**src/hdl/pll_cap_band_search_unit_macros.svh**
```systemverilog
// Assertion macros for the capacitor band search unit.
`ifndef PLL_CAP_BAND_SEARCH_UNIT_MACROS_SVH
`define PLL_CAP_BAND_SEARCH_UNIT_MACROS_SVH

`ifndef NO_ASSERTIONS

`define PCBS_ASSERT_SAME(label, clk, rst, a, b) \
   label: assert property (@(posedge clk) disable iff (rst) (a) |-> (b)) \
      else $error("pcbs check failed");

`define PCBS_ASSERT_NEXT(label, clk, rst, a, b) \
   label: assert property (@(posedge clk) disable iff (rst) (a) |=> (b)) \
      else $error("pcbs check failed");

`else

`define PCBS_ASSERT_SAME(label, clk, rst, a, b)

`define PCBS_ASSERT_NEXT(label, clk, rst, a, b)

`endif

`endif

```
**src/hdl/pcbs_pkg.sv**
```systemverilog
package pcbs_pkg;

   localparam int COARSE_MAX_INDEX_DEF = 10;
   localparam int FINE_MAX_INDEX_DEF   = 6;

   localparam logic [3:0] COARSE_RESET_INDEX = 4'd10;
   localparam logic [2:0] FINE_RESET_INDEX   = 3'd6;
   localparam logic [3:0] FINEST_RESET_VALUE = 4'hf;
   localparam logic [3:0] FINEST_START_VALUE = 4'hf;

   localparam logic OP_START   = 1'b0;
   localparam logic OP_MEASURE = 1'b1;

   localparam logic CSR_TARGET_COUNT  = 1'b0;
   localparam logic CSR_BYPASS_ENABLE = 1'b1;

   localparam logic [1:0] STAGE_CODE_COARSE   = 2'd0;
   localparam logic [1:0] STAGE_CODE_FINE     = 2'd1;
   localparam logic [1:0] STAGE_CODE_FINEST   = 2'd2;
   localparam logic [1:0] STAGE_CODE_FINISHED = 2'd3;

   typedef enum logic [3:0] {
      STG_COARSE   = 4'b0001,
      STG_FINE     = 4'b0010,
      STG_FINEST   = 4'b0100,
      STG_FINISHED = 4'b1000
   } stage_type;

   typedef struct packed {
      stage_type   stage;
      logic [3:0]  coarse_index;
      logic [2:0]  fine_index;
      logic [3:0]  finest_value;
   } srch_state_type;

   // packed so that coarse_code sits in the lowest bits
   typedef struct packed {
      logic        done_res;
      logic [1:0]  stage;
      logic [3:0]  finest_code;
      logic [5:0]  fine_code;
      logic [9:0]  coarse_code;
   } rsp_type;

   localparam int RSP_BITS   = $bits(rsp_type);
   localparam int RSP_TDATA_W = ((RSP_BITS + 7) / 8) * 8;

   function automatic logic [9:0] thermo_coarse(input logic [3:0] idx);
      logic [9:0] t;
      for (int i = 0; i < 10; i++) begin
         t[i] = (4'(i) < idx);
      end
      return t;
   endfunction

   function automatic logic [5:0] thermo_fine(input logic [2:0] idx);
      logic [5:0] t;
      for (int i = 0; i < 6; i++) begin
         t[i] = (3'(i) < idx);
      end
      return t;
   endfunction

   function automatic logic [1:0] stage_code(input stage_type s);
      logic [1:0] c;
      case (s)
         STG_COARSE: begin
            c = STAGE_CODE_COARSE;
         end
         STG_FINE: begin
            c = STAGE_CODE_FINE;
         end
         STG_FINEST: begin
            c = STAGE_CODE_FINEST;
         end
         default: begin
            c = STAGE_CODE_FINISHED;
         end
      endcase
      return c;
   endfunction

endpackage

```
**src/hdl/pcbs_step.sv**
```systemverilog
module pcbs_step #(
   parameter int COARSE_MAX_INDEX = pcbs_pkg::COARSE_MAX_INDEX_DEF,
   parameter int FINE_MAX_INDEX   = pcbs_pkg::FINE_MAX_INDEX_DEF
) (
   input  pcbs_pkg::srch_state_type cur_state,
   input  logic                     op,
   input  logic [15:0]              measured_count,
   input  logic [15:0]              target_count,
   input  logic                     bypass_enable,
   output pcbs_pkg::srch_state_type nxt_state,
   output pcbs_pkg::rsp_type        rsp
);
   import pcbs_pkg::*;

   localparam logic [3:0] CMAX = 4'(COARSE_MAX_INDEX);
   localparam logic [2:0] FMAX = 3'(FINE_MAX_INDEX);

   logic cnt_eq;
   logic cnt_lt;

   assign cnt_eq = (measured_count == target_count);
   assign cnt_lt = (measured_count < target_count);

   always_comb begin
      nxt_state = cur_state;
      if (op == OP_START) begin
         if (bypass_enable) begin
            nxt_state.stage = STG_FINISHED;
         end else begin
            nxt_state.stage        = STG_COARSE;
            nxt_state.coarse_index = CMAX;
            nxt_state.fine_index   = FMAX;
            nxt_state.finest_value = FINEST_START_VALUE;
         end
      end else begin
         case (cur_state.stage)
            STG_COARSE: begin
               if (cnt_eq) begin
                  nxt_state.stage = STG_FINISHED;
               end else if (cnt_lt && (cur_state.coarse_index != 4'd0)) begin
                  nxt_state.coarse_index = cur_state.coarse_index - 4'd1;
               end else begin
                  if (!cnt_lt && (cur_state.coarse_index < CMAX)) begin
                     nxt_state.coarse_index = cur_state.coarse_index + 4'd1;
                  end
                  if (cur_state.fine_index != 3'd0) begin
                     nxt_state.fine_index = cur_state.fine_index - 3'd1;
                  end
                  nxt_state.stage = STG_FINE;
               end
            end
            STG_FINE: begin
               if (cnt_eq) begin
                  nxt_state.stage = STG_FINISHED;
               end else if (cnt_lt && (cur_state.fine_index != 3'd0)) begin
                  nxt_state.fine_index = cur_state.fine_index - 3'd1;
               end else begin
                  if (!cnt_lt && (cur_state.fine_index < FMAX)) begin
                     nxt_state.fine_index = cur_state.fine_index + 3'd1;
                  end
                  if (cur_state.finest_value != 4'd0) begin
                     nxt_state.finest_value = cur_state.finest_value - 4'd1;
                  end
                  nxt_state.stage = STG_FINEST;
               end
            end
            STG_FINEST: begin
               if (!cnt_lt || (cur_state.finest_value == 4'd0)) begin
                  nxt_state.stage = STG_FINISHED;
               end else begin
                  nxt_state.finest_value = cur_state.finest_value - 4'd1;
               end
            end
            default: begin
               nxt_state = cur_state;
            end
         endcase
      end
   end

   always_comb begin
      rsp.coarse_code = thermo_coarse(nxt_state.coarse_index);
      rsp.fine_code   = thermo_fine(nxt_state.fine_index);
      rsp.finest_code = nxt_state.finest_value;
      rsp.stage       = stage_code(nxt_state.stage);
      rsp.done_res    = (nxt_state.stage == STG_FINISHED);
   end

endmodule

```
**src/hdl/pcbs_out_queue.sv**
```systemverilog
module pcbs_out_queue (
   input  logic              clock,
   input  logic              reset,
   input  logic              push,
   input  pcbs_pkg::rsp_type push_data,
   output logic              not_full,
   output logic              out_valid,
   input  logic              out_ready,
   output pcbs_pkg::rsp_type out_data
);
   import pcbs_pkg::*;

   rsp_type    entry_ff [2];
   logic       wptr_ff;
   logic       wptr_in;
   logic       rptr_ff;
   logic       rptr_in;
   logic [1:0] count_ff;
   logic [1:0] count_in;
   logic       pop;

   assign not_full  = !count_ff[1];
   assign out_valid = (count_ff != 2'd0);
   assign out_data  = entry_ff[rptr_ff];
   assign pop       = out_valid && out_ready;

   always_comb begin
      wptr_in  = wptr_ff ^ push;
      rptr_in  = rptr_ff ^ pop;
      count_in = count_ff + {1'b0, push} - {1'b0, pop};
   end

   always_ff @(posedge clock) begin
      if (reset) begin
         wptr_ff  <= 1'b0;
         rptr_ff  <= 1'b0;
         count_ff <= 2'd0;
      end else begin
         wptr_ff  <= wptr_in;
         rptr_ff  <= rptr_in;
         count_ff <= count_in;
      end
   end

   always_ff @(posedge clock) begin
      if (push) begin
         entry_ff[wptr_ff] <= push_data;
      end
   end

endmodule

```
**src/hdl/pll_cap_band_search_unit.sv**
```systemverilog
// Three-stage capacitor band search for an LC VCO. Every request transfer (tuser 0 start,
// tuser 1 one frequency count) yields exactly one response carrying the codes to apply next,
// the stage and a done flag. The step is a single compare and increment/decrement on the
// search registers, so one request is taken each cycle while req_tready is high, and its
// response is written into the output queue at the transfer; a two-entry output queue lets
// requests keep flowing while a response waits, and req_tready drops only while both entries
// are held. Write csr registers only while no response is pending.
`include "pll_cap_band_search_unit_macros.svh"

module pll_cap_band_search_unit #(
   parameter int COARSE_MAX_INDEX = pcbs_pkg::COARSE_MAX_INDEX_DEF,
   parameter int FINE_MAX_INDEX   = pcbs_pkg::FINE_MAX_INDEX_DEF
) (
   input  logic                             clock,
   input  logic                             reset,
   input  logic                             req_tvalid,
   output logic                             req_tready,
   input  logic [15:0]                      req_tdata,  // measured_count
   input  logic                             req_tuser,  // op
   output logic                             rsp_tvalid,
   input  logic                             rsp_tready,
   // coarse_code[9:0], fine_code[15:10], finest_code[19:16], stage[21:20],
   // done_res[22], zero[23]
   output logic [pcbs_pkg::RSP_TDATA_W-1:0] rsp_tdata,
   input  logic                             csr_we,
   input  logic                             csr_addr,
   input  logic [15:0]                      csr_wdata
);
   import pcbs_pkg::*;

   logic [15:0]    target_count_ff;
   logic           bypass_enable_ff;
   srch_state_type state_ff;
   srch_state_type state_in;
   rsp_type        step_rsp;
   rsp_type        q_data;
   logic           req_xfer;
   logic           idle_measure;
   logic           done_consistent;

   assign req_xfer = req_tvalid && req_tready;

   always_ff @(posedge clock) begin
      if (reset) begin
         target_count_ff  <= 16'd0;
         bypass_enable_ff <= 1'b0;
      end else if (csr_we) begin
         case (csr_addr)
            CSR_TARGET_COUNT: begin
               target_count_ff <= csr_wdata;
            end
            CSR_BYPASS_ENABLE: begin
               bypass_enable_ff <= csr_wdata[0];
            end
            default: begin
               target_count_ff <= target_count_ff;
            end
         endcase
      end
   end

   pcbs_step #(
      .COARSE_MAX_INDEX (COARSE_MAX_INDEX),
      .FINE_MAX_INDEX   (FINE_MAX_INDEX)
   ) u_step (
      .cur_state      (state_ff),
      .op             (req_tuser),
      .measured_count (req_tdata),
      .target_count   (target_count_ff),
      .bypass_enable  (bypass_enable_ff),
      .nxt_state      (state_in),
      .rsp            (step_rsp)
   );

   always_ff @(posedge clock) begin
      if (reset) begin
         state_ff.stage        <= STG_FINISHED;
         state_ff.coarse_index <= COARSE_RESET_INDEX;
         state_ff.fine_index   <= FINE_RESET_INDEX;
         state_ff.finest_value <= FINEST_RESET_VALUE;
      end else if (req_xfer) begin
         state_ff <= state_in;
      end
   end

   pcbs_out_queue u_out_queue (
      .clock     (clock),
      .reset     (reset),
      .push      (req_xfer),
      .push_data (step_rsp),
      .not_full  (req_tready),
      .out_valid (rsp_tvalid),
      .out_ready (rsp_tready),
      .out_data  (q_data)
   );

   assign rsp_tdata = {{(RSP_TDATA_W - RSP_BITS){1'b0}}, q_data};

   assign idle_measure    = req_xfer && (req_tuser == OP_MEASURE) &&
                            (state_ff.stage == STG_FINISHED);
   assign done_consistent = (q_data.done_res == (q_data.stage == STAGE_CODE_FINISHED));

   `PCBS_ASSERT_NEXT(a_xfer_gives_rsp, clock, reset, req_xfer, rsp_tvalid)
   `PCBS_ASSERT_SAME(a_stall_only_when_full, clock, reset, !req_tready, rsp_tvalid)
   `PCBS_ASSERT_NEXT(a_finished_holds, clock, reset, idle_measure, $stable(state_ff))
   `PCBS_ASSERT_SAME(a_done_matches_stage, clock, reset, rsp_tvalid, done_consistent)

endmodule
```
**config.mk**
```make
export PLATFORM = sky130hd
export DESIGN_NAME = pll_cap_band_search_unit
export DESIGN_NICKNAME = d
export VERILOG_FILES = /design/src/hdl/pcbs_pkg.sv /design/src/hdl/pcbs_step.sv /design/src/hdl/pcbs_out_queue.sv /design/src/hdl/pll_cap_band_search_unit.sv
export VERILOG_INCLUDE_DIRS = /design/src /design/src/hdl
export SDC_FILE = /design/constraint.sdc
export NUM_CORES = 1
export LEC_CHECK = 0
export BUFFER_PORTS_ARGS = -buffer_cell sky130_fd_sc_hd__buf_2
export CORE_MARGIN = 1.5
export CORE_UTILIZATION = 39
export CTS_CLUSTER_DIAMETER = 80
export DETAILED_ROUTE_END_ITERATION = 12
export PLACE_DENSITY_LB_ADDON = 0.15
export SLEW_MARGIN = 10
export SYNTH_ARGS = -nofsm -noshare
export SYNTH_HDL_FRONTEND = slang
export SYNTH_HIERARCHICAL = 1
export SYNTH_SLANG_ARGS = --single-unit
```
**constraint.sdc**
```tcl
create_clock -name clock -period 8 [get_ports clock]
set_input_delay 0.4 -clock clock [delete_from_list [all_inputs] [get_ports clock]]
set_output_delay 0.4 -clock clock [all_outputs]
set_load 0.05 [all_outputs]
```
Word level (Yosys, flattened, before mapping)
Memories as Yosys holds them, arrays and structs flattened. A register that Yosys moved wholly into a read port is not among the register bits. Cells that the tools add are included.

Bits in writable memories: 46. Output and inout bits: 26. Bits of input ports: 39. Logic and storage cells: 90. Register bits: 36. Memories: 1.

Memory list: u_out_queue.entry_ff (depth 2, bits a word 23, read ports 1, clocked after Yosys merged registers in 1, wr ports 1, RTL line pcbs_out_queue.sv:13) `rsp_type entry_ff [2];`.

Equal/unequal tests: 8. Add/sub/neg operators: 7. Bitwise gates (word level): 3. Mux-type cells: 27. Reduce and logical (&&, ||, !) cells: 16. Order comparisons: 19.

Operator list (number): two-way mux 4 bit (12); == test 16 bit (1); < comparator 16 bit (1); < comparator 3 x 4 -> 1 bit, first input constant (4); two-way mux 15 bit (1); two-way mux 7 bit (2); two-way mux 3 bit (4); one-hot mux 4 bit (3 select lines) (1); two-way mux 11 bit (1); == test 4 x 1 -> 1 bit, second input constant (2); == test 4 x 2 -> 1 bit, second input constant (2); == test 4 x 3 -> 1 bit, second input constant (2); < comparator 1 x 4 -> 1 bit, first input constant (2); < comparator 2 x 4 -> 1 bit, first input constant (2); < comparator 4 bit, first input constant (2); one-hot mux 4 bit (2 select lines) (1); nonzero test 4 bit (2); subtractor 4 x 1 -> 4 bit, second input constant (2); logical AND 1 bit (6); < comparator 1 x 3 -> 1 bit, first input constant (2); < comparator 2 x 3 -> 1 bit, first input constant (2); < comparator 3 bit, first input constant (2); one-hot mux 2 bit (3 select lines) (1); one-hot mux 3 bit (2 select lines) (1); 17 further kinds (22).

Logic depth before layout (Yosys ltp)
Gate-level depths: netlist (run 1).

Depth after elaboration: 10. Mapped depth: 13. Gate-level depth less buffers: 12.

Modules after synthesis
Netlist (run 1), hierarchy kept.

By module, submodules not included: pcbs_out_queue (times used 1, seq. area each 1461.4 µm², cells an instance 93, area each 1974.4 µm²); pcbs_step (times used 1, seq. area each 0.0 µm², cells an instance 238, area each 1615.3 µm²); pll_cap_band_search_unit (times used 1, seq. area each 640.6 µm², cells an instance 136, area each 1430.1 µm²).

Worst setup path after synthesis (run 1)
Ideal clock, no wire load.

Path type: input port to flip-flop. Start: input port req_tdata[15]. End: register state_ff[6] (netlist name). Setup slack: 5.096 ns. Stages: 12. Buffers on the path: 1. Arrival time: 2.784 ns. Required time: 7.880 ns. Setup time: 0.120 ns. Cells stage by stage: ha_1 nand4_1 or3_4 o21bai_4 buf_2 a31oi_2 o21ai_1 a221o_1 a41oi_2 inv_1 and3_1 a211o_1.

RTL lines: start, declared (RTL line pll_cap_band_search_unit.sv:18) `input logic [15:0] req_tdata,`; end signal, assigned (RTL line pll_cap_band_search_unit.sv:82) `state_ff <= state_in;`; end, declared (RTL line pll_cap_band_search_unit.sv:33) `srch_state_type state_ff;`.

==> flow_metrics.tcl, run 1 <==
set metrics [dict create \
    grt_max_degree 54 \
    tritoncts "built" \
    num_rows 41 \
    grt_use_total 0.167 \
    cp-end-kind "register" \
    min-delay-start "csr_wdata[11]" \
    areaGrowthSynthToFinish_pct 11.9 \
    grt.overflow.total 0 \
    synth.avg_cell_area_sq_um 10.7 \
    worstHoldPathType "in -> reg" \
    core_area_sq_mm 0.0126 \
    r2r_cells 12 \
    routed_wl_microns 10600 \
    yosys_register_bits 82 \
    async_reset_ff_frac 0 \
    maxSlewViolCount 0 \
    layout_common_cells "buf_2, edfxtp_1, inv_1" \
    remaining_drc_errors 0 \
    yosysUniqueCellTypes 73 \
    grt_pass1_vias 3426 \
    hold_path_depth 3 \
    layoutNonFillerInstCount 686 \
    cap_violations 0 \
    placedCellCount 670 \
    period_minus_slack_ps 3640 \
    finalSetupViolCount 0 \
    outcome "finished clean" \
    worst_r2r_endpoint "state_ff[10]$_SDFFE_PP1P_" \
    clkTransAtPathRegs_ps 60 \
    grt_pass1_wl_microns 17300 \
    final_antenna_net_count 0 \
    fin_tns_setup_ps 0 \
    holdPathEnd "target_count_ff[11]$_SDFFE_PP0P_" \
    cts_root_buf "clkbuf_16" \
    ir_drop_v 0.000114 \
    fin_util 0.447 \
    ioPinCount 65 \
    num_vias 3702 \
    synth.yosys.seq_area_share 0.419 \
    clk_latency_ps 350 \
    place.port_buffers 63 \
    worst-path-max-fanout 14 \
    crit_type "reg -> reg" \
    max_freq_mhz 275 \
    wire_per_inst_microns 15.4 \
    cp-start-kind "register" \
    synthCells 467 \
    grt_antenna_before_repair 0 \
    cts_resized 0 \
    worst_pin_slew_ps 1110 \
    fin_nets 574 \
    fp.dieW_microns 116 \
    final_common_cell "buf_2" \
    syn_area_sq_mm 0.00502 \
    dpl.hpwl_microns 7320 \
    htreeDepth 3 \
    r2r_start "target_count_ff[13]$_SDFFE_PP0P_" \
    synth-edff-count 46 \
    antenna_cells 0 \
    clockBufferDepth 2 \
    first_pass_iters 5 \
    cts_made_buffers 9 \
    p_leak_nw 2.05 \
    hold_buffers 0 \
    power_density_mw_per_mm2 245 \
    hold_viol_final 0 \
    layout-drive-gt1-share 0.274 \
    yosysWarnings 6 \
    gp_congestion 0.863 \
    design.die.area_sq_mm 0.0136 \
    skew_ps 8.73 \
    ff2ff_setup_slack_ps 4360 \
    drtIter0Drc 348 \
    holdWs_ps 323 \
    relSlewSlack 0.261 \
    period_share 0.455 \
    arrival_ps 3880 \
    vias_per_cell 5.40 \
    rsz0062_at_grt "no" \
    die_height_microns 116 \
    cp_data_required_time_ps 8240 \
    ys.flop_type "edfxtp_1" \
    synth_fp_nets 532 \
    start_util 0.399 \
    postCtsSetupBuffers 0 \
    cts_sinks 82 \
]
## layout make-up
| class | count | area [sq um] |
|---|---|---|
| tap | 172 | 215 |
| sequential | 82 | 2100 |
| clock inverter | 7 | 62.6 |
| fill | 1177 | 6950 |
| multi-input combinational | 314 | 2540 |
| inverter | 37 | 139 |
| timing repair buffer | 65 | 330 |
| clock buffer | 9 | 225 |
## per-layer routing
metal | vias up | routed length, microns | track usage
li1 | 1823 | - | -
met4 | 0 | 179 | 0.0699
met5 | - | 0 | 0
met2 | 113 | 4780 | 0.251
met1 | 1750 | 5080 | 0.234
met3 | 16 | 529 | 0.0363
## worst max-delay path by stage
stage	start	to	slack (ps)
final	target_count_ff[13]$_SDFFE_PP0P_	state_ff[10]$_SDFFE_PP1P_	4360
after global routing	target_count_ff[13]$_SDFFE_PP0P_	state_ff[6]$_SDFFE_PP1P_	4040
after CTS	target_count_ff[13]$_SDFFE_PP0P_	state_ff[10]$_SDFFE_PP1P_	4360
after detailed placement	req_tdata[13]	state_ff[10]$_SDFFE_PP1P_	4250
after global placement	req_tdata[13]	state_ff[10]$_SDFFE_PP1P_	4330
after floorplan	req_tdata[15]	state_ff[6]$_SDFFE_PP1P_	5100
## per-stage QoR
step                      power [mW]  worst slack [ps]  area (sq um)
final                           1.38              4360          5620
after global routing            1.45              4040          5620
after CTS                       1.40              4360          5620
after detailed placement       0.993              4250          5330
after global placement         0.986              4330          5330
after floorplan                0.913              5100          5020
## report_power, final
group          switching, mW  total [mW]  internal, mW
Combinational          0.288       0.446         0.158
Sequential            0.0274       0.533         0.506
Clock                  0.181       0.396         0.215
Total                  0.496        1.38         0.879
## flip-flops by register name, summed over array words and instances, names as in the netlist
signal                count
u_out_queue/rptr_ff       1
u_out_queue/wptr_ff       1
bypass_enable_ff          1
u_out_queue/entry_ff     46
state_ff                 15
target_count_ff          16
u_out_queue/count_ff      2
## worst max-delay path: stages, from the launching register on
cell	delay, ps
dfxtp_1	350
inv_1	60
ha_1	290
a211oi_1	200
nor2_1	110
nor4_4	710
and2_1	500
a21oi_1	170
o32a_1	360
nand2_1	270
inv_1	110
and3_1	160
a211o_1	250
## kinds of logic (layout without fill, tap and decap cells)
group           count (synthesis)  in the layout  share of synthesized area
buf+inv                        71            118                     0.0745
mux                            28             28                     0.0768
xor+xnor                        6              6                     0.0132
compound gates                119            119                      0.175
simple gates                  134            134                      0.176
other cells                     1              1                   0.000747
fa+ha+maj                      26             26                     0.0648
flops                          82             82                      0.419
## cells in the mapped netlist, types with 4 or more instances
master,count,area share
dfxtp_1,36,0.14
nor4_1,5,0.0062
inv_1,37,0.028
nand3_1,15,0.015
buf_4,10,0.015
mux2i_1,4,0.0080
nand4bb_1,16,0.036
a31oi_1,5,0.0062
mux2_4,20,0.060
or3_1,4,0.0050
nor2_1,13,0.0097
nor2b_1,6,0.0075
mux2_2,4,0.0090
buf_2,12,0.012
and3_1,10,0.012
o21ai_1,11,0.011
edfxtp_1,46,0.28
a211o_1,12,0.021
nand2_1,22,0.016
ha_1,26,0.065
a21oi_1,28,0.028
nor3_1,6,0.0060
clkbuf_1,7,0.0052
o21ai_0,11,0.011
nand2b_1,17,0.021
o21ai_2,12,0.021
a21bo_2,7,0.014
Power figures use the tool's default switching activity.
==> inputs of run 2 (changes only) <==
--- a/config.mk
+++ b/config.mk
@@ -6,6 +6,7 @@
 export SDC_FILE = /design/constraint.sdc
 export NUM_CORES = 1
 export LEC_CHECK = 0
+export ABC_AREA = 1
 export BUFFER_PORTS_ARGS = -buffer_cell sky130_fd_sc_hd__buf_2
 export CORE_MARGIN = 1.5
 export CORE_UTILIZATION = 39
==> constraint.sdc (replaced) <==
create_clock -name clock -period 3 [get_ports clock]
set_input_delay 0.15 -clock clock [delete_from_list [all_inputs] [get_ports clock]]
set_output_delay 0.15 -clock clock [all_outputs]
set_load 0.05 [all_outputs]
==> run 2 against run 1 <==
Against the previous run:
- sequential power rose to 2.8 times the previous value
- die area fell by 0.53%
- power rose to 3.1 times the previous value
- hold slack got worse by 270 ps
- non-clock buffer count rose by 3
- combinational power grew to 3.4 times the previous value
- critical path type unchanged
- critical endpoint is now u_out_queue/entry_ff[1][1]$_DFFE_PP_
- largest cell class unchanged
==> flow_metrics.tcl, run 2 <==
set metrics [dict create \
    crit_type "reg -> reg" \
    yosysTopAreaCell "edfxtp_1" \
    synth.yosys.seq_area_share 0.421 \
    crit_family "compound AO/OA/AOI/OAI gates" \
    cp_data_required_time_ps 3090 \
    largest_register_ff_count 46 \
    synth_fp_nets 655 \
    net-switching-power_mw 1.60 \
    maxSlewViolCount 0 \
    start_util 0.397 \
    skew_ps 5.15 \
    fin_util 0.453 \
    setup_slack_ps 594 \
    clkPwrFrac 0.286 \
    die_height_microns 116 \
    wire_per_inst_microns 12.1 \
    relSlewSlack 0.634 \
    num_vias 3793 \
    period_share 0.802 \
    top_register "u_out_queue/entry_ff" \
    clockBufferDepth 2 \
    areaGrowthSynthToFinish_pct 14.2 \
    finalSetupViolCount 0 \
    grt_pass1_vias 3682 \
    p_leak_nw 2.61 \
    final_common_cell "nand2_1" \
    drtIter0Drc 233 \
    clkTransAtPathRegs_ps 60 \
    yosysUniqueCellTypes 42 \
    period_minus_slack_ps 2410 \
    pwr-share-seq 0.356 \
    gp_congestion 0.872 \
    internal_power_mw 2.63 \
    pre_cts_ws_ps 587 \
    dpl.hpwl_microns 7430 \
    first_pass_iters 4 \
    design.die.area_sq_mm 0.0135 \
    crit_buf_inv 2 \
    layout-drive-gt1-share 0.236 \
    postCtsSetupBuffers 0 \
    cts_made_buffers 9 \
    power.share.switching 0.378 \
    hold_buffers 0 \
    tritoncts "built" \
    synthCells 590 \
    grt_use_total 0.162 \
    grt.overflow.total 0 \
    clk_latency_ps 350 \
    cap_violations 0 \
    rsz0062_at_grt "no" \
    syn_area_sq_mm 0.00499 \
    power_density_mw_per_mm2 741 \
    cts_resized 0 \
    crit_top_cell "o21ai_1" \
    synthTopCellsByCount "nand2_1, inv_1, nor2_1" \
    fin_nets 712 \
    cp-end-kind "register" \
    synth-edff-count 46 \
    ir_drop_v 0.000254 \
    htreeDepth 3 \
    cts_root_buf "clkbuf_16" \
    num_rows 41 \
    yosysTopAreaCellShare 0.277 \
    reg.largest.list "u_out_queue/entry_ff (46), target_count_ff (16), state_ff (15)" \
    max_freq_mhz 416 \
    remaining_drc_errors 0 \
    cts_sinks 82 \
    synth_area_leaders "edfxtp_1, dfxtp_1, nand2_1" \
    vias_per_cell 4.60 \
    yosysWarnings 6 \
    grt_max_degree 26 \
    core_area_sq_mm 0.0126 \
    slowest_stage "dfxtp_1" \
    worst_path_largest_cell_delay_ps 330 \
    ioPinCount 65 \
    grt_pass1_wl_microns 17000 \
    place.port_buffers 63 \
    async_reset_ff_frac 0 \
    path_cells "inv_1, ha_1, a21oi_1, o21ai_1, a21oi_4, nand3_2, o21ai_1, nand4_1, nand2_2, nand3_4, inv_2, nand2_1" \
    synth.avg_cell_area_sq_um 8.46 \
    arrival_ps 2500 \
    fp.dieW_microns 116 \
    worst_pin_slew_ps 547 \
    hold_viol_final 0 \
    worstHoldPathType "in -> reg" \
    final_antenna_net_count 0 \
    synth.most_common_cell "nand2_1" \
    outcome "finished clean" \
    worst-path-max-fanout 9 \
    routed_wl_microns 9940 \
    comb_power_share 0.358 \
    yosys_register_bits 82 \
    fin_tns_setup_ps 0 \
    antenna_cells 0 \
    holdWs_ps 52.2 \
    cp-start-kind "register" \
    layout_common_cells "nand2_1, inv_1, nor2_1, buf_2, nand3_1" \
    grt_antenna_before_repair 0 \
    ys.flop_type "edfxtp_1" \
]
-- run 2: cell types whose count changed after synthesis, moves of 8 or more --
cell       change
a21oi_1       -19
inv_1         +56
and3_1        -10
nand2b_1      -17
nand2_1       +95
a211o_1       -12
nand3_1       +46
nand4bb_1     -16
o21ai_2        -9
nor2_1        +50
buf_2          -8
inv_2          +9
nand2_2       +12
-- run 2: power groups by stage --
stage	sequential (mW)	clock, mW	combinational, mW
floorplan	1.51	0	1.29
global route	1.53	1.28	1.69
CTS	1.51	1.24	1.53
detailed placement	1.53	0	1.53
finish	1.51	1.21	1.51
global placement	1.53	0	1.52
-- run 2: through the flow --
stage                     instance area [sq um]  instances  total power [mW]
final                                      5700        824              4.23
after global routing                       5700        824              4.50
after CTS                                  5700        824              4.28
after detailed placement                   5370        808              3.06
after global placement                     5370        808              3.05
after floorplan                            4990        590              2.80
-- run 2: layer usage --
metal | vias to the layer above | track usage | part of all wire
met2 | 79 | 0.271 | 0.45
met3 | 9 | 0.0441 | 0.045
met4 | 0 | 0.0577 | 0.014
met1 | 1693 | 0.202 | 0.49
met5 | - | 0 | 0
li1 | 2012 | - | -
-- run 2: cells by family after synthesis --
logic type / synth area share
xor+xnor: 0.00526
buf+inv: 0.116
mux: 0.0654
other cells: 0.000751
fa+ha+maj: 0.0652
compound gates: 0.0566
simple gates: 0.270
flops: 0.421
-- run 2: area by class of cell --
class                      instances  area [sq um]
fill                            1254          6870
multi-input combinational        383          2310
sequential                        82          2100
inverter                         103           389
timing repair buffer              68           353
clock buffer                       9           225
tap                              172           215
clock inverter                     7           101
-- run 2: path summary, 6_finish.rpt --
kind                                     from                                   end  slack [ps]  depth (start not counted)
max          target_count_ff[15]$_SDFFE_PP0P_  u_out_queue/entry_ff[1][1]$_DFFE_PP_         590                         12
min                                     reset        u_out_queue/wptr_ff$_SDFF_PP0_          50                          2
max reg2reg  target_count_ff[15]$_SDFFE_PP0P_  u_out_queue/entry_ff[1][1]$_DFFE_PP_         590                         12
min reg2reg          state_ff[1]$_SDFFE_PP1P_              state_ff[1]$_SDFFE_PP1P_         480                          2
==> inputs of run 3 (changes only) <==
--- a/config.mk
+++ b/config.mk
@@ -6,7 +6,7 @@
 export SDC_FILE = /design/constraint.sdc
 export NUM_CORES = 1
 export LEC_CHECK = 0
-export ABC_AREA = 1
+export ABC_AREA = 0
 export BUFFER_PORTS_ARGS = -buffer_cell sky130_fd_sc_hd__buf_2
 export CORE_MARGIN = 1.5
 export CORE_UTILIZATION = 39
==> constraint.sdc (replaced) <==
create_clock -name clock -period 2.5 [get_ports clock]
set_input_delay 0.125 -clock clock [delete_from_list [all_inputs] [get_ports clock]]
set_output_delay 0.125 -clock clock [all_outputs]
set_load 0.05 [all_outputs]
==> run 3 against run 2 <==
Against the previous run:
- the flow now finishes with violations (setup timing)
- final cell count shrank 8.4%
- combinational power grew 13%
- global-route usage grew 2.0 points
- clock-buffer cell count grew 1
- first-iteration DRC count shrank 8.2%
- core utilization grew 8.7 points
- non-clock buffer count grew 65
- clock power grew 17%
- die area grew 0.53%
- critical endpoint is now u_out_queue/entry_ff[1][20]$_DFFE_PP_
==> flow_metrics.tcl, run 3 (synthesis results as in run 1) <==
set metrics [dict create \
    fin_util 0.541 \
    vias_per_cell 5.22 \
    skew_ps 10.7 \
    outcome "finished, violations left" \
    wire_per_inst_microns 16.0 \
    rsz0062_at_grt "yes" \
    clkTransAtPathRegs_ps 60 \
    power_density_mw_per_mm2 707 \
    comb_power_share 0.356 \
    num_vias 3944 \
    worstHoldPathType "in -> reg" \
    fin_area_sq_mm 0.00680 \
    routed_wl_microns 12100 \
    first_pass_iters 4 \
    clockBufferDepth 2 \
    maxSlewViolCount 0 \
    finalSetupViolCount 59 \
    placedCellCount 723 \
    grt.overflow.total 0 \
    fp.dieW_microns 116 \
    grt_pass1_wl_microns 18900 \
    grt_antenna_before_repair 0 \
    setup_slack_ps -454 \
    top_register "u_out_queue/entry_ff" \
    start_util 0.399 \
    ir_drop_v 0.000289 \
    grt_pass1_vias 3778 \
    crit_type "reg -> reg" \
    final_common_cell "buf_2" \
    internal_power_mw 3.14 \
    layout-drive-gt1-share 0.504 \
    cap_violations 0 \
    worst_pin_slew_ps 952 \
    cts_root_buf "clkbuf_16" \
    remaining_drc_errors 0 \
    areaGrowthSynthToFinish_pct 35.4 \
    htreeDepth 3 \
    p_leak_nw 2.50 \
    cp-start-kind "register" \
    reg.largest.list "u_out_queue/entry_ff (46), target_count_ff (16), state_ff (15)" \
    num_rows 41 \
    cp-end-kind "register" \
    arrival_ps 3040 \
    place.port_buffers 63 \
    final_antenna_net_count 0 \
    design.die.area_sq_mm 0.0136 \
    p_total_mw 4.80 \
    clk_latency_ps 350 \
    ioPinCount 65 \
    fin_tns_setup_ps -18260 \
    net-switching-power_mw 1.66 \
    layoutNonFillerInstCount 755 \
    power.share.switching 0.345 \
    clkPwrFrac 0.293 \
    die_height_microns 116 \
    grt_max_degree 54 \
    tritoncts "built" \
    grt_use_total 0.182 \
    relSlewSlack 0.364 \
    period_minus_slack_ps 2950 \
    layout_common_cells "buf_2, buf_4, edfxtp_1" \
    max_freq_mhz 338 \
    worst-path-max-fanout 7 \
    antenna_cells 0 \
    core_area_sq_mm 0.0126 \
    cts_made_buffers 9 \
    violations "setup timing" \
    cts_sinks 82 \
    pwr-share-seq 0.351 \
    drtIter0Drc 214 \
    dpl.hpwl_microns 7970 \
    cp_data_required_time_ps 2580 \
    placed_cell_area_sq_mm 0.00581 \
    hold_viol_final 0 \
    largest_register_ff_count 46 \
    gp_congestion 0.875 \
    fin_nets 643 \
    period_share 1.18 \
]
[run 3: layout make-up]
type	count	area [sq um]
Clock buffer	10	229
Inverter	37	139
Fill cell	1082	5770
Sequential cell	82	2110
Tap cell	172	215
Clock inverter	6	81.3
Timing Repair Buffer	133	946
Multi-Input combinational cell	315	3070
[run 3: power by group through the flow]
stage                     clock network, mW  logic, mW  registers [mW]
after floorplan                           0       1.24            1.70
after global placement                    0       1.56            1.71
after detailed placement                  0       1.57            1.71
after CTS                              1.44       1.64            1.68
after global routing                   1.49       1.85            1.70
final                                  1.41       1.71            1.69
[run 3: final timing paths]
path | start | to | slack (ps) | cells past startpoint
max | target_count_ff[5]$_SDFFE_PP0P_ | u_out_queue/entry_ff[1][20]$_DFFE_PP_ | -450 | 10
min | csr_wdata[2] | target_count_ff[2]$_SDFFE_PP0P_ | 60 | 3
max reg2reg | target_count_ff[5]$_SDFFE_PP0P_ | u_out_queue/entry_ff[1][20]$_DFFE_PP_ | -450 | 10
min reg2reg | target_count_ff[4]$_SDFFE_PP0P_ | target_count_ff[4]$_SDFFE_PP0P_ | 470 | 2
[run 3: worst max-delay path, stage by stage (launching register included)]
cell and delay, ps:
dfxtp_2 340, inv_2 50, ha_4 260, nand4_1 220, or3_4 520, buf_12 160
o21ai_4 200, buf_6 160, a21oi_2 50, o221a_2 330, or3_4 410
[run 3: repair_timing]
item / CTS / global route
resized for setup: 57 / 60
hold endpoints to repair: 0 / 0
pin swaps: 30 / 26
gates cloned: 1 / 1
setup buffers: 8 / 11
hold buffers: 0 / 0
endpoints found under the setup margin: 61 / 61
[run 3: metal layers]
| layer | wire length, microns | track usage | up-vias |
|---|---|---|---|
| met5 | 0 | 0 | - |
| met4 | 213 | 0.0780 | 0 |
| met3 | 421 | 0.0337 | 15 |
| met2 | 5830 | 0.293 | 62 |
| met1 | 5640 | 0.241 | 1918 |
| li1 | - | - | 1949 |
[run 3: through the flow]
| stage | setup slack [ps] | hold slack, ps |
|---|---|---|
| 2_1_floorplan | -274 | 192 |
| 3_3_place_gp | -627 | 395 |
| 3_5_place_dp | -615 | 410 |
| 4_1_cts | -408 | 43.0 |
| 5_1_grt | -517 | 49.6 |
| 6_report | -454 | 58.5 |
